`config.mk`:
```
export PLATFORM = sky130hd
export DESIGN_NAME = periodic_tick_event_slots
export DESIGN_NICKNAME = d
export VERILOG_FILES = /design/src/design/ptes_pkg.sv /design/src/design/periodic_tick_event_slots.sv /design/src/design/ptes_cell.sv
export SDC_FILE = /design/constraint.sdc
export NUM_CORES = 1
export LEC_CHECK = 0
export ABC_CLOCK_PERIOD_IN_PS = 5210
export BUFFER_PORTS_ARGS = -buffer_cell sky130_fd_sc_hd__buf_2
export CORE_MARGIN = 5
export CORE_UTILIZATION = 56
export CTS_BUF_LIST = sky130_fd_sc_hd__clkbuf_8
export DETAILED_ROUTE_END_ITERATION = 8
export GPL_TIMING_DRIVEN = 0
export PLACE_DENSITY_LB_ADDON = 0.25
export REMOVE_ABC_BUFFERS = 1
export SLEW_MARGIN = 20
export SYNTH_ARGS = -nofsm -noshare
export SYNTH_HDL_FRONTEND = slang
export SYNTH_SLANG_ARGS = --single-unit
```
`constraint.sdc`:
```
create_clock -name clock -period 5.21 [get_ports clock]
set_input_delay 0.2605 -clock clock [delete_from_list [all_inputs] [get_ports clock]]
set_output_delay 0.2605 -clock clock [all_outputs]
set_load 0.005 [all_outputs]
```
`src/design/ptes_pkg.sv`:
```
`default_nettype none
// ----------------------------------------------------------------------------
// ptes_pkg - shared types and constants for the periodic tick event slots
// Action codes, default sizes and the command/status records between the
// top level and the slot cells.
// ----------------------------------------------------------------------------
package ptes_pkg;

   localparam int SLOTS_DEF      = 8;
   localparam int COUNT_BITS_DEF = 32;

   localparam int ACTION_W   = 2;
   localparam int PERIOD_W   = 32;
   localparam int SELECT_W   = 4;
   localparam int FIRED_W    = 8;
   localparam int GRANTED_W  = 3;
   localparam int COUNT_W    = 4;

   typedef enum logic [ACTION_W-1:0] {
      ACT_TICK      = 2'd0,
      ACT_SET       = 2'd1,
      ACT_CLEAR     = 2'd2,
      ACT_CLEAR_ALL = 2'd3
   } action_type;

   // Command broadcast to one cell for the beat being accepted
   typedef struct packed {
      logic tick;
      logic set;
      logic clear_hit;
      logic clear_all;
   } cell_cmd_type;

   // What one cell reports back for the same beat
   typedef struct packed {
      logic active;
      logic fired;
      logic claimed;
      logic freed;
   } cell_status_type;

endpackage : ptes_pkg
`default_nettype wire

```
`src/design/periodic_tick_event_slots.sv`:
```
`default_nettype none
// A result beat appears in the cycle after its request beat is taken.
// Throughput: one request beat per cycle; a waiting result does not block the
//   next request unless the result side stalls.
// Every beat is handled by the row of slot cells, the free-slot claim token
//   rippling through the row from slot 0 upwards.
// Reset (synchronous, active high) frees every slot and empties the output.
// ----------------------------------------------------------------------------
// periodic_tick_event_slots - bank of periodic countdown slots
// A tick decrements every active slot, a set claims the lowest free slot, a
// clear frees one slot and a clear-all frees every slot.
// ----------------------------------------------------------------------------
module periodic_tick_event_slots #(
   parameter int SLOTS      = ptes_pkg::SLOTS_DEF,
   parameter int COUNT_BITS = ptes_pkg::COUNT_BITS_DEF
) (
   input  wire logic                               clock,
   input  wire logic                               reset,
   // request channel
   input  wire logic                               req_valid,
   output logic                                    req_stall,
   input  wire logic [ptes_pkg::ACTION_W-1:0]      req_action,
   input  wire logic [ptes_pkg::PERIOD_W-1:0]      req_period_ticks,
   input  wire logic [ptes_pkg::SELECT_W-1:0]      req_slot_select,
   // response channel
   output logic                                    rsp_valid,
   input  wire logic                               rsp_stall,
   output logic [ptes_pkg::FIRED_W-1:0]            rsp_fired_mask,
   output logic [ptes_pkg::GRANTED_W-1:0]          rsp_granted_slot,
   output logic                                    rsp_set_failed,
   output logic [ptes_pkg::COUNT_W-1:0]            rsp_active_count
);
   import ptes_pkg::*;

   localparam int TOTAL_W = $clog2(SLOTS + 1);
   localparam int MASK_N  = (SLOTS < FIRED_W) ? SLOTS : FIRED_W;

   logic                  accept;
   logic                  is_tick, is_set, is_clear, is_clear_all;
   logic [COUNT_BITS-1:0] period;

   cell_cmd_type          cmd    [SLOTS];
   cell_status_type       status [SLOTS];
   logic [SLOTS:0]        claim;
   logic [SLOTS-1:0]      active_vec;
   logic [SLOTS-1:0]      claimed_vec;

   logic [TOTAL_W-1:0]    total_ff, total_in;
   logic                  freed;
   logic                  failed;

   logic [FIRED_W-1:0]    fired_mask;
   logic [GRANTED_W-1:0]  granted;

   logic                  rsp_valid_ff,        rsp_valid_in;
   logic [FIRED_W-1:0]    rsp_fired_mask_ff,   rsp_fired_mask_in;
   logic [GRANTED_W-1:0]  rsp_granted_slot_ff, rsp_granted_slot_in;
   logic                  rsp_set_failed_ff,   rsp_set_failed_in;
   logic [COUNT_W-1:0]    rsp_active_count_ff, rsp_active_count_in;

   // Hold the request side only while a finished result is being stalled
   assign req_stall = rsp_valid_ff & rsp_stall;
   assign accept    = req_valid & ~req_stall;

   assign is_tick      = accept & (req_action == ACT_TICK);
   assign is_set       = accept & (req_action == ACT_SET);
   assign is_clear     = accept & (req_action == ACT_CLEAR);
   assign is_clear_all = accept & (req_action == ACT_CLEAR_ALL);

   // Period taken modulo 2^COUNT_BITS (zero-extended when the count is wider)
   assign period = COUNT_BITS'(req_period_ticks);

   // Broadcast the command; the clear hits only the addressed slot, and a
   // select beyond the bank hits nothing.
   always_comb begin
      for (int i = 0; i < SLOTS; i++) begin
         cmd[i].tick      = is_tick;
         cmd[i].set       = is_set;
         cmd[i].clear_all = is_clear_all;
         cmd[i].clear_hit = is_clear && (32'(req_slot_select) == i);
      end
   end

   // Slot 0 is always offered the claim token; a busy cell passes it on
   assign claim[0] = 1'b1;

   for (genvar g = 0; g < SLOTS; g++) begin : g_cell
      ptes_cell #(
         .COUNT_BITS (COUNT_BITS)
      ) u_cell (
         .clock     (clock),
         .reset     (reset),
         .cmd       (cmd[g]),
         .period    (period),
         .claim_in  (claim[g]),
         .claim_out (claim[g+1]),
         .status    (status[g])
      );
      assign active_vec[g]  = status[g].active;
      assign claimed_vec[g] = status[g].claimed;
   end

   // Token left over at the end of the row: every slot is busy
   assign failed = is_set & claim[SLOTS];

   // Gather the per-slot reports
   always_comb begin
      fired_mask = '0;
      granted    = '0;
      freed      = 1'b0;
      for (int i = 0; i < MASK_N; i++) begin
         fired_mask[i] = status[i].fired;
      end
      for (int i = 0; i < SLOTS; i++) begin
         if (status[i].claimed) begin
            granted = GRANTED_W'(i);
         end
         freed = freed | status[i].freed;
      end
   end

   // Advance the active count alongside the cells
   always_comb begin
      total_in = total_ff;
      if (is_clear_all) begin
         total_in = '0;
      end else if (is_set && !failed) begin
         total_in = total_ff + TOTAL_W'(1);
      end else if (freed) begin
         total_in = total_ff - TOTAL_W'(1);
      end
   end

   // Output register: load on accept, drop when taken
   always_comb begin
      rsp_valid_in        = rsp_valid_ff;
      rsp_fired_mask_in   = rsp_fired_mask_ff;
      rsp_granted_slot_in = rsp_granted_slot_ff;
      rsp_set_failed_in   = rsp_set_failed_ff;
      rsp_active_count_in = rsp_active_count_ff;
      if (accept) begin
         rsp_valid_in        = 1'b1;
         rsp_fired_mask_in   = fired_mask;
         rsp_granted_slot_in = granted;
         rsp_set_failed_in   = failed;
         rsp_active_count_in = COUNT_W'(total_in);
      end else if (!rsp_stall) begin
         rsp_valid_in = 1'b0;
      end
   end

   always_ff @(posedge clock) begin
      if (reset) begin
         total_ff     <= '0;
         rsp_valid_ff <= 1'b0;
      end else begin
         total_ff     <= total_in;
         rsp_valid_ff <= rsp_valid_in;
      end
   end

   always_ff @(posedge clock) begin
      rsp_fired_mask_ff   <= rsp_fired_mask_in;
      rsp_granted_slot_ff <= rsp_granted_slot_in;
      rsp_set_failed_ff   <= rsp_set_failed_in;
      rsp_active_count_ff <= rsp_active_count_in;
   end

   assign rsp_valid        = rsp_valid_ff;
   assign rsp_fired_mask   = rsp_fired_mask_ff;
   assign rsp_granted_slot = rsp_granted_slot_ff;
   assign rsp_set_failed   = rsp_set_failed_ff;
   assign rsp_active_count = rsp_active_count_ff;

   // ---------------------------------------------------------------- checks
   // The running count always matches the active flags held in the cells
   assert property (@(posedge clock) disable iff (reset)
      int'(total_ff) == $countones(active_vec))
      else $error("active count out of step with slot cells");

   // At most one cell takes the claim token on a beat
   assert property (@(posedge clock) disable iff (reset)
      $onehot0(claimed_vec))
      else $error("more than one slot claimed");

   // A successful set adds exactly one active slot
   assert property (@(posedge clock) disable iff (reset)
      (is_set && !claim[SLOTS]) |=> (total_ff == $past(total_ff) + TOTAL_W'(1)))
      else $error("set did not add one active slot");

endmodule : periodic_tick_event_slots
`default_nettype wire

```
`src/design/ptes_cell.sv`:
```
`default_nettype none
// ----------------------------------------------------------------------------
// ptes_cell - one periodic countdown slot
// Holds active flag, reload and countdown; passes the free-slot claim token
// on to the next cell when it is already busy.
// ----------------------------------------------------------------------------
module ptes_cell #(
   parameter int COUNT_BITS = ptes_pkg::COUNT_BITS_DEF
) (
   input  wire logic                      clock,
   input  wire logic                      reset,
   input  wire ptes_pkg::cell_cmd_type    cmd,
   input  wire logic [COUNT_BITS-1:0]     period,
   input  wire logic                      claim_in,
   output logic                           claim_out,
   output ptes_pkg::cell_status_type      status
);
   import ptes_pkg::*;

   logic                  active_ff,    active_in;
   logic [COUNT_BITS-1:0] reload_ff,    reload_in;
   logic [COUNT_BITS-1:0] countdown_ff, countdown_in;
   logic                  take;
   logic                  fire;

   assign take      = cmd.set & claim_in & ~active_ff;
   assign claim_out = claim_in & active_ff;
   // decrementing a count of one gives zero: fire and reload
   assign fire      = cmd.tick & active_ff & (countdown_ff == COUNT_BITS'(1));

   always_comb begin
      active_in    = active_ff;
      reload_in    = reload_ff;
      countdown_in = countdown_ff;
      if (cmd.clear_all || cmd.clear_hit) begin
         active_in = 1'b0;
      end else if (take) begin
         active_in    = 1'b1;
         reload_in    = period;
         countdown_in = period;
      end else if (cmd.tick && active_ff) begin
         countdown_in = fire ? reload_ff : countdown_ff - COUNT_BITS'(1);
      end
   end

   always_ff @(posedge clock) begin
      if (reset) begin
         active_ff <= 1'b0;
      end else begin
         active_ff <= active_in;
      end
   end

   always_ff @(posedge clock) begin
      reload_ff    <= reload_in;
      countdown_ff <= countdown_in;
   end

   assign status.active  = active_ff;
   assign status.fired   = fire;
   assign status.claimed = take;
   assign status.freed   = cmd.clear_hit & active_ff;

endmodule : ptes_cell
`default_nettype wire
```
==> flow_summary.json <==
{
  "drc": 0,
  "drt_iter0_markers": 2105,
  "clock_latency_ns": 0.68,
  "syn_avg_cell_area_um2": 11.0,
  "synth_edf_count": 528,
  "final_hold_viol_count": 0,
  "crit_fanout": 29,
  "grt_pass1_wl_um": 109000,
  "overflow": 0,
  "drive_above_1_share_pct": 11.0,
  "clk_pin_slew_worst_paths_ns": 0.06,
  "hold_path_class": "in -> reg",
  "drv_cap": 0,
  "dr.pass1.iters": 5,
  "ant_nets": 0,
  "cts-root-buf": "clkbuf_8",
  "fin_crit_ns": 4.47,
  "whs_ns": 0.103,
  "htree_levels": 3,
  "io_pins": 60,
  "avgRoutedWirePerCell_um": 22.2,
  "synth_compound_area_share_pct": 11.7,
  "coreArea_um2": 48600,
  "fin_skew_ns": 0.0373,
  "finalNetCount": 2558,
  "leakagePower_nw": 9.54,
  "power.density_nw_per_um2": 286,
  "dieArea_um2": 53300,
  "hold_depth": 3,
  "yosysWarnings": 0,
  "synth_sequential_area_ratio_pct": 58.9,
  "cts_buffers": 89,
  "wirelength_um": 71000,
  "async_flop_share_pct": 0,
  "period_share_pct": 85.7,
  "fin_util_pct": 61.3,
  "fp-row-count": 81,
  "slew_violations": 0,
  "synthTopCellsByArea": "edfxtp_1, o21ai_0, nand2_1",
  "synth_fa_ha_area_share_pct": 0.824,
  "post-place-cells": 3025,
  "synth_top_family_by_area": "simple AND/OR/NAND/NOR gates",
  "post_cts_buffers": 0,
  "clock_path_buffers": 3,
  "crit_type": "reg -> reg",
  "die_h_um": 231,
  "io_buffer_count": 59,
  "ir_drop_mv": 0.156,
  "status": "finished, final reports clean",
  "grtUsageTotal_pct": 26.0,
  "cp-start-kind": "flip-flop",
  "synth_area_um2": 27300,
  "synthTopCellsByCount": "edfxtp_1, o21ai_0, nand2_1",
  "synthFlopType": "edfxtp_1",
  "grt_max_degree": 84,
  "gp_congestion": 0.877,
  "viasPerCell": 6.29,
  "worst_r2r_path_depth": 8,
  "synth_cells": 2478,
  "synth.top_cell.area_share_pct": 58.0,
  "synth_largest_area_cell": "edfxtp_1",
  "dp_hpwl_um": 42400,
  "tightestPinTransition_ns": 1.13,
  "start_util_pct": 56.2,
  "grt_pass1_vias": 19254,
  "setup_viol": 0,
  "end_kind": "flip-flop",
  "synthMuxAreaShare_pct": 1.87,
  "total_power_mw": 8.54,
  "required_ns": 5.58,
  "area_growth_pct": 9.14,
  "relSlewSlack_pct": 24.0,
  "vias": 20091,
  "synth_xor_area_share_pct": 5.96,
  "yosysUniqueCellTypes": 81,
  "cts_tree": "yes",
  "instances_no_fill": 3193,
  "grt_antenna_before_repair": 5,
  "cts_sinks": 541,
  "crit_arrival_ns": 4.83,
  "rsz0062_at_grt": "no",
  "max_freq_mhz": 224,
  "yosysMostFrequentCell": "edfxtp_1",
  "synth-simple-area-share_pct": 17.8,
  "die_w_um": 231,
  "ys_seq_elements": 541
}
## logic make-up after synthesis
family                     count (synthesis)
AOI/OAI and AO/OA                        537
xor gates and xnor gates                 186
buffers and inverters                    192
muxes                                     51
adders and majority gates                 18
and+or+nand+nor                          953
DFF                                      541
## report_power, final
part / internal [mW] / total (mW) / switching [mW]
Clock: 1.80 / 3.51 / 1.71
Combinational: 0.0465 / 0.238 / 0.191
Sequential: 4.78 / 4.79 / 0.0174
Total: 6.62 / 8.54 / 1.92
## placed cells by master, fill, tap and decap left out, types with 14 or more instances in the layout
| cell | count |
|---|---|
| nor2_1 | 193 |
| ha_1 | 18 |
| buf_2 | 59 |
| nand4_1 | 31 |
| clkbuf_8 | 100 |
| nand2_1 | 259 |
| o31ai_1 | 22 |
| nor4_1 | 66 |
| a21oi_1 | 69 |
| or4_1 | 31 |
| xor2_1 | 74 |
| o221a_2 | 16 |
| nand3_1 | 47 |
| o22ai_1 | 18 |
| clkinv_1 | 20 |
| inv_1 | 60 |
| edfxtp_1 | 528 |
| or3_1 | 74 |
| xnor2_1 | 112 |
| mux2i_1 | 50 |
| and2_1 | 14 |
| or2_2 | 20 |
| nor3_1 | 115 |
| a211oi_1 | 15 |
| o21ai_0 | 307 |
| clkinv_2 | 14 |
## path summary, 6_finish.rpt
check | endpoint | slack, ns | start
hold / removal | g_cell[7].u_cell.active_ff | 0.10 | req_slot_select[0]
setup reg to reg | g_cell[3].u_cell.countdown_ff[9] | 0.74 | rsp_valid
hold reg to reg | total_ff[3] | 0.57 | total_ff[3]
setup / recovery | g_cell[3].u_cell.countdown_ff[9] | 0.74 | rsp_valid
## critical path: stages, from the launching register on
cell and delay (ns):
dfxtp_1 0.35, a21bo_2 0.26, clkinv_2 0.51, nand4_1 0.51
nor3b_4 0.14, nand2_1 0.76, clkinv_1 0.62, nor2_1 0.84
a211oi_1 0.17
## routing by layer
layer	routed length, µm	share of wire, %	track usage [%]	up-vias
li1	-	-	-	9340
met1	29100	41	35.8	9766
met2	32700	46	41.0	829
met3	5990	8.4	4.10	156
met4	3150	4.4	12.5	0
met5	0	0	0	-
## state kept, by name, indices dropped and copies added, names as in the netlist
name,flops
rsp_active_count,4
rsp_granted_slot,3
rsp_fired_mask,8
g_cell.u_cell.reload_ff,256
rsp_valid,1
rsp_set_failed,1
g_cell.u_cell.active_ff,8
g_cell.u_cell.countdown_ff,256
total_ff,4
## layout make-up
class	instances	area (µm²)
multi-input combinational	1745	10500
inverter	42	174
timing repair buffer	79	648
antenna	4	10.0
fill	3888	18800
tap	622	778
clock inverter	60	274
clock buffer	100	1380
sequential	541	16100
## stage by stage
stage | instance area (µm²) | TNS [ns] | worst slack (ns)
finish | 29800 | 0 | 0.745
global route | 29800 | 0 | 0.397
CTS | 29800 | 0 | 0.689
detailed placement | 28100 | 0 | 0.595
global placement | 27800 | -179.99 | -2.08
floorplan | 26700 | 0 | 0.652
## timing repair
item	CTS	global route
hold endpoints to repair	1	0
resized for setup	0	0
hold buffers	3	0
Note: power is estimated with default switching activity, not from simulation.
